<file path="src/rtl/core/sacksb_pkg.sv">
// ----------------------------------------------------------------------------
// sacksb_pkg
// Shared types and constants of the SACK retransmit scoreboard.
// ----------------------------------------------------------------------------
`default_nettype none

package sacksb_pkg;

	localparam int DEF_TABLE_DEPTH = 64;

	typedef enum logic [2:0] {
		MODE_INIT    = 3'd0,
		MODE_ENQ     = 3'd1,
		MODE_DISCARD = 3'd2,
		MODE_SET_SK  = 3'd3,
		MODE_CLR_SK  = 3'd4,
		MODE_CLR_RS  = 3'd5,
		MODE_QUERY   = 3'd6,
		MODE_NOP     = 3'd7
	} mode_t;

	typedef enum logic [1:0] {
		ST_IDLE,
		ST_WALK,
		ST_FIN,
		ST_OUT
	} state_t;

	localparam logic [1:0] STATUS_OK        = 2'd0;
	localparam logic [1:0] STATUS_FULL      = 2'd1;
	localparam logic [1:0] STATUS_NOT_FOUND = 2'd2;

	typedef struct packed {
		logic [31:0] start;
		logic [31:0] stop;
		logic        sacked;
		logic        resent;
	} entry_t;

	function automatic logic seq_le(input logic [31:0] a, input logic [31:0] b);
		logic [31:0] d;
		d = b - a;
		return ~d[31];
	endfunction

	function automatic logic seq_lt(input logic [31:0] a, input logic [31:0] b);
		return (a != b) && seq_le(a, b);
	endfunction

endpackage

`default_nettype wire

</file>
<file path="src/rtl/core/sacksb_ram.sv">
// ----------------------------------------------------------------------------
// sacksb_ram
// Region table storage: one write port, one registered read port.
// ----------------------------------------------------------------------------
`default_nettype none

module sacksb_ram
	import sacksb_pkg::*;
#(
	parameter int TABLE_DEPTH = DEF_TABLE_DEPTH,
	parameter int AW          = $clog2(TABLE_DEPTH)
) (
	input  wire logic          clk,
	input  wire logic          we,
	input  wire logic [AW-1:0] waddr,
	input  wire entry_t        wdata,
	input  wire logic [AW-1:0] raddr,
	output entry_t             rdata
);

	entry_t mem [TABLE_DEPTH];

	always_ff @(posedge clk) begin
		if (we) begin
			mem[waddr] <= wdata;
		end
	end

	always_ff @(posedge clk) begin
		rdata <= mem[raddr];
	end

endmodule

`default_nettype wire

</file>
<file path="config.mk">
export PLATFORM = sky130hd
export DESIGN_NAME = sacksb_ram
export DESIGN_NICKNAME = d
export VERILOG_FILES = /design/src/rtl/core/sacksb_pkg.sv /design/src/rtl/core/sacksb_ram.sv
export SDC_FILE = /design/constraint.sdc
export NUM_CORES = 2
export LEC_CHECK = 0
export BUFFER_PORTS_ARGS = -buffer_cell sky130_fd_sc_hd__buf_4
export CORE_UTILIZATION = 57
export CTS_CLUSTER_SIZE = 24
export DETAILED_ROUTE_END_ITERATION = 7
export GPL_TIMING_DRIVEN = 0
export PLACE_DENSITY_LB_ADDON = 0.25
export SLEW_MARGIN = 25
export SYNTH_ARGS = -nofsm -noshare
export SYNTH_HDL_FRONTEND = slang
export SYNTH_MEMORY_MAX_BITS = 65536
export SYNTH_SLANG_ARGS = --single-unit
export TNS_END_PERCENT = 20
</file>
<file path="constraint.sdc">
create_clock -name clk -period 16.23 [get_ports clk]
set_input_delay 2.4345 -clock clk [delete_from_list [all_inputs] [get_ports clk]]
set_output_delay 2.4345 -clock clk [all_outputs]
set_load 0.1 [all_outputs]
</file>
# After elaboration in Yosys (flattened, before gate mapping)
# Memory sizes are Yosys's and may differ from the RTL's. A register that Yosys moved wholly into a read port is not among the register bits.
# Cells that the tools add are included.
[totals]
rom_bits = 0
latch_bits = 0
ramBits = 4224
memories = 1
elab_cells = 3
register_bits = 0
output_inout_bits = 66
[classes]
multipliers = 0
n_reduce_logical = 0
addsub = 0
bitwise = 0
eq_ne = 0
div_mod_pow = 0
mux = 2
magnitude_cmp = 0
shifts = 0
[mem_list]
columns = ["name", "words", "word_bits", "read_ports", "rd_ports_with_merged_regs", "wr", "line_no", "source"]
rows = [
  ["mem", 64, 66, 1, 1, 1, "sacksb_ram.sv:21", "entry_t mem [TABLE_DEPTH];"],
]
[op_table]
columns = ["op", "n"]
rows = [
  ["two-way mux 1 bit", 2],
]

# Logic depth before layout (Yosys ltp)
[logic_depth]
depth_word = 2
depth_mapped = 10
ltp_nobuf = 5

# Least setup slack after synthesis
# OpenSTA, ideal clock, no wires.
[synth_path]
path_kind = "input-to-reg"
start = "in waddr[3]"
end = "mem mem[48][0] (netlist name), enable pin"
stages = 4
n_path_buf = 1
arrival_time_ns = 7.414
required_time_ns = 15.659
setup_slack_ns = 8.245
path_cell_list = "clkbuf_1 -> nor2b_1 -> nand4b_1 -> nor3_1"
[synth_rtl]
columns = ["item", "line_no", "source"]
rows = [
  ["start: declaration", "sacksb_ram.sv:15", "input wire logic [AW-1:0] waddr,"],
  ["end: declaration", "sacksb_ram.sv:21", ""],
]
# No word-level cell before the write port.

==> results.md <==
* Vias in the first global route at 82210
* Syn_nets at 6932
* Die H at 532.6 µm
* Crit path kind: input port to register
* Top cell type's share of synthesized area at between 70 and 80%
* Worst EP required at between 15 and 20 ns
* Largest net degree at the start of global routing at 65
* Top Layer Used: met5
* Drt wl/cell at ~40 µm
* Mapped Area at about 160000 µm²
* EDFF count, synth at 4224
* Tcrit/Tclk final at 34.37%
* DRT antenna net count at 0
* Fin Setup TNS at 0 ns
* Total number of yosys warnings at 0
* # resized after CTS at 0
* Hold_buf cts at 0
* Clock Path Buffers at 4
* Met2 WL post-DR at 214500 µm
* Clock transition at path regs at about 0.060 ns
* Met1 Routed Length at between 150000 and 200000 µm
* Max stage delay on crit path at 0.90 ns
* GRT Total Usage at 33.35%
* Total Wirelength at around 470000 µm
* Asr flop ratio synth at 0%
* Die Wd at about 530 µm
* CP max-delay cell: a21oi_1
* Rows at 194
* Via/cell ratio at between 7 and 8
* Seq cells post-synth at around 4300
* Sequential area share after synthesis at 79.85%
* # DRC at 24
* Post-CTS Setup Bufs at 0
* Mapped Cells at 6852
* CP Data Arrival Time at approximately 6.5 ns
* FILL cells at 16810
* Layout area overhead at 16.66%
* WP buf/inv at 5
* First-pass GRT wire length at ~650000 µm
* RSZ-0062 raised after global routing: false
* Crit path time final at 5.579 ns
* Crit. End Element: register
* GP Congestion at 0.8859
* Worst clock skew at 0.07180 ns
* Worst-Margin Slew at 1.203 ns
* Initial antenna violation count at 44
* Final Instance Area at approximately 190000 µm²
* Hpwl dp at 313800 µm
* Setup violators final at 0
* Cts bufs inserted at 412
* Top cells by area, synth: edfxtp_1 79%, mux4_2 14%, o22ai_1 1.2%
* Total grt overflow at 0
* FMAX at 0.1793 GHz
* CP Launch Type: input port
* Area after DPL at 173700 µm²
* Port buffer count at 136
* H-tree levels at 5
* CTS tree: yes
* Largest delay contributor family on the critical path: buffers and inverters
* Hold Path Class: register to register
* Yosys cell types at 36
* Die Area at ~280000 µm²
* Share of cells above drive strength 1 at 29.44%
* Leading area contributor after synthesis: edfxtp_1
* Vias at between 80000 and 90000
* Drt pass-1 iters at 8
* Synth Area per Inst at 23.42 µm²
* Failing checks: design-rule violations
* Max_cap viols at 0
* Final core occ at around two thirds
* Metal3 WL at 69460 µm
* Starting DRT DRC Count at 14880
* Layout Nets at 7799
* PnR Total Power at 23.33 mW
* Root Driver: clkbuf_16
* Top FF cell, synth: edfxtp_1
* Number of clock sinks at 4290
* Final Hold Fails at 0
* Crit path max fanout at 11
* Lkg Pwr at between 50 and 60 nW
* Cell mode on critical path: buf_2
* P per Cell Area at 124.6 nW/µm²
* Worst-Skew Late Latency at 1.01 ns
* Outcome: finished with violations
* I/O Pins at 146
* Core Area at 279600 µm²
* Slew margin rel. at 19.80%
* Starting Density at 57.40%
* Peak supply drop at roughly 0.00011 V
* CP cell instances: buf_4 > buf_2 > buf_2 > buf_2 > buf_2 > mux4_2 > o221ai_1 > a21oi_1 > o22a_1
* Slew Viols, Final at 0
==> per-stage QoR <==
step	hold WS, ns	setup WS [ns]	std cells
3_3_place_gp	0.8625	2.036	10710
6_report	0.9144	10.65	11820
3_5_place_dp	0.8789	9.702	11030
4_1_cts	0.9079	10.68	11780
2_1_floorplan	0.6944	8.245	6852
5_1_grt	0.9222	10.78	11790
==> sequential cells by signal (all words and copies together), names as in the netlist <==
signal and cells:
rdata 66, mem 4224
==> cell type report <==
cell class	count	area, µm²	area share [%]
flip-flops and latches	4290	128200	68.45
diodes	32	80.08	0.04277
repair buffers	453	7841	4.188
multi-input cells	2163	31070	16.60
plain buffers	399	1992	1.064
clock inverters	242	2586	1.381
well taps	3724	4659	2.489
clock buffers	514	10840	5.787
==> worst register-to-register path, delay by kind of cell, from the launching register on <==
kind             cells  cell delay, ns
multiplexers         2            0.83
AND/OR/NAND/NOR      2            0.47
AO/OA/AOI/OAI        1            0.41
flip-flops           1            0.37
==> cell usage in the layout, fill, tap and decap left out, types with 42 or more instances in the layout <==
cell       Yosys  routed
nor2_4         0      62
o221ai_1      66      66
buf_4         49     219
a211oi_1     106     106
mux2i_1      102     102
clkbuf_1     194     244
nor2b_1       89      89
clkinv_2       0      75
nor3_1        58      56
nor2_1       120      58
a22oi_1       53      53
dfxtp_1       66      66
clkinv_1       0      83
buf_2        104     112
clkbuf_2       0      42
buf_16         0     140
o22a_1        56      56
buf_12         0     125
mux4_2      1009    1009
edfxtp_1    4224    4224
o22ai_1      318     318
clkbuf_16      0     414
==> cells in the mapped netlist, types with 12 or more instances <==
master / instances
edfxtp_1: 4224
mux4_2: 1009
o22ai_1: 318
clkbuf_1: 194
nor2_1: 120
a211oi_1: 106
buf_2: 104
mux2i_1: 102
nor2b_1: 89
dfxtp_1: 66
o221ai_1: 66
nor3_1: 58
nor4_1: 56
o22a_1: 56
a22oi_1: 53
buf_4: 49
buf_1: 36
nand2_1: 27
nand3_1: 26
buf_6: 16
a21oi_1: 12
==> cell families (layout without fill, tap and decap cells) <==
logic type	Yosys count	after routing	synth area share [%]
multiplexers	1118	1118	14.84
flip-flops	4290	4290	79.85
AND/OR/NAND/NOR	411	411	1.312
other	0	32	0
AO/OA/AOI/OAI	634	634	2.786
buffers and inverters	399	1608	1.204
==> routing by layer <==
metal,GRT usage [%],vias to the layer above
li1,-,31420
met1,45.32,43620
met2,49.80,7180
met3,10.38,1285
met4,15.82,26
met5,0,-
==> final timing paths <==
check | from | to | slack, ns | depth (start not counted)
worst max-delay path | raddr[2] | rdata[42] | 10.65 | 9
worst min-delay path | mem[62][62] | rdata[62] | 0.91 | 4
worst min register to register | mem[62][62] | rdata[62] | 0.91 | 4
worst max register to register | mem[10][30] | rdata[30] | 14.02 | 5
==> power by group <==
part	internal (mW)	total [mW]	switching, mW
logic	0.427	1.44	1.01
registers	12.3	12.3	0.0294
clock network	5.41	9.59	4.18
(Power assumes the default switching activity.)
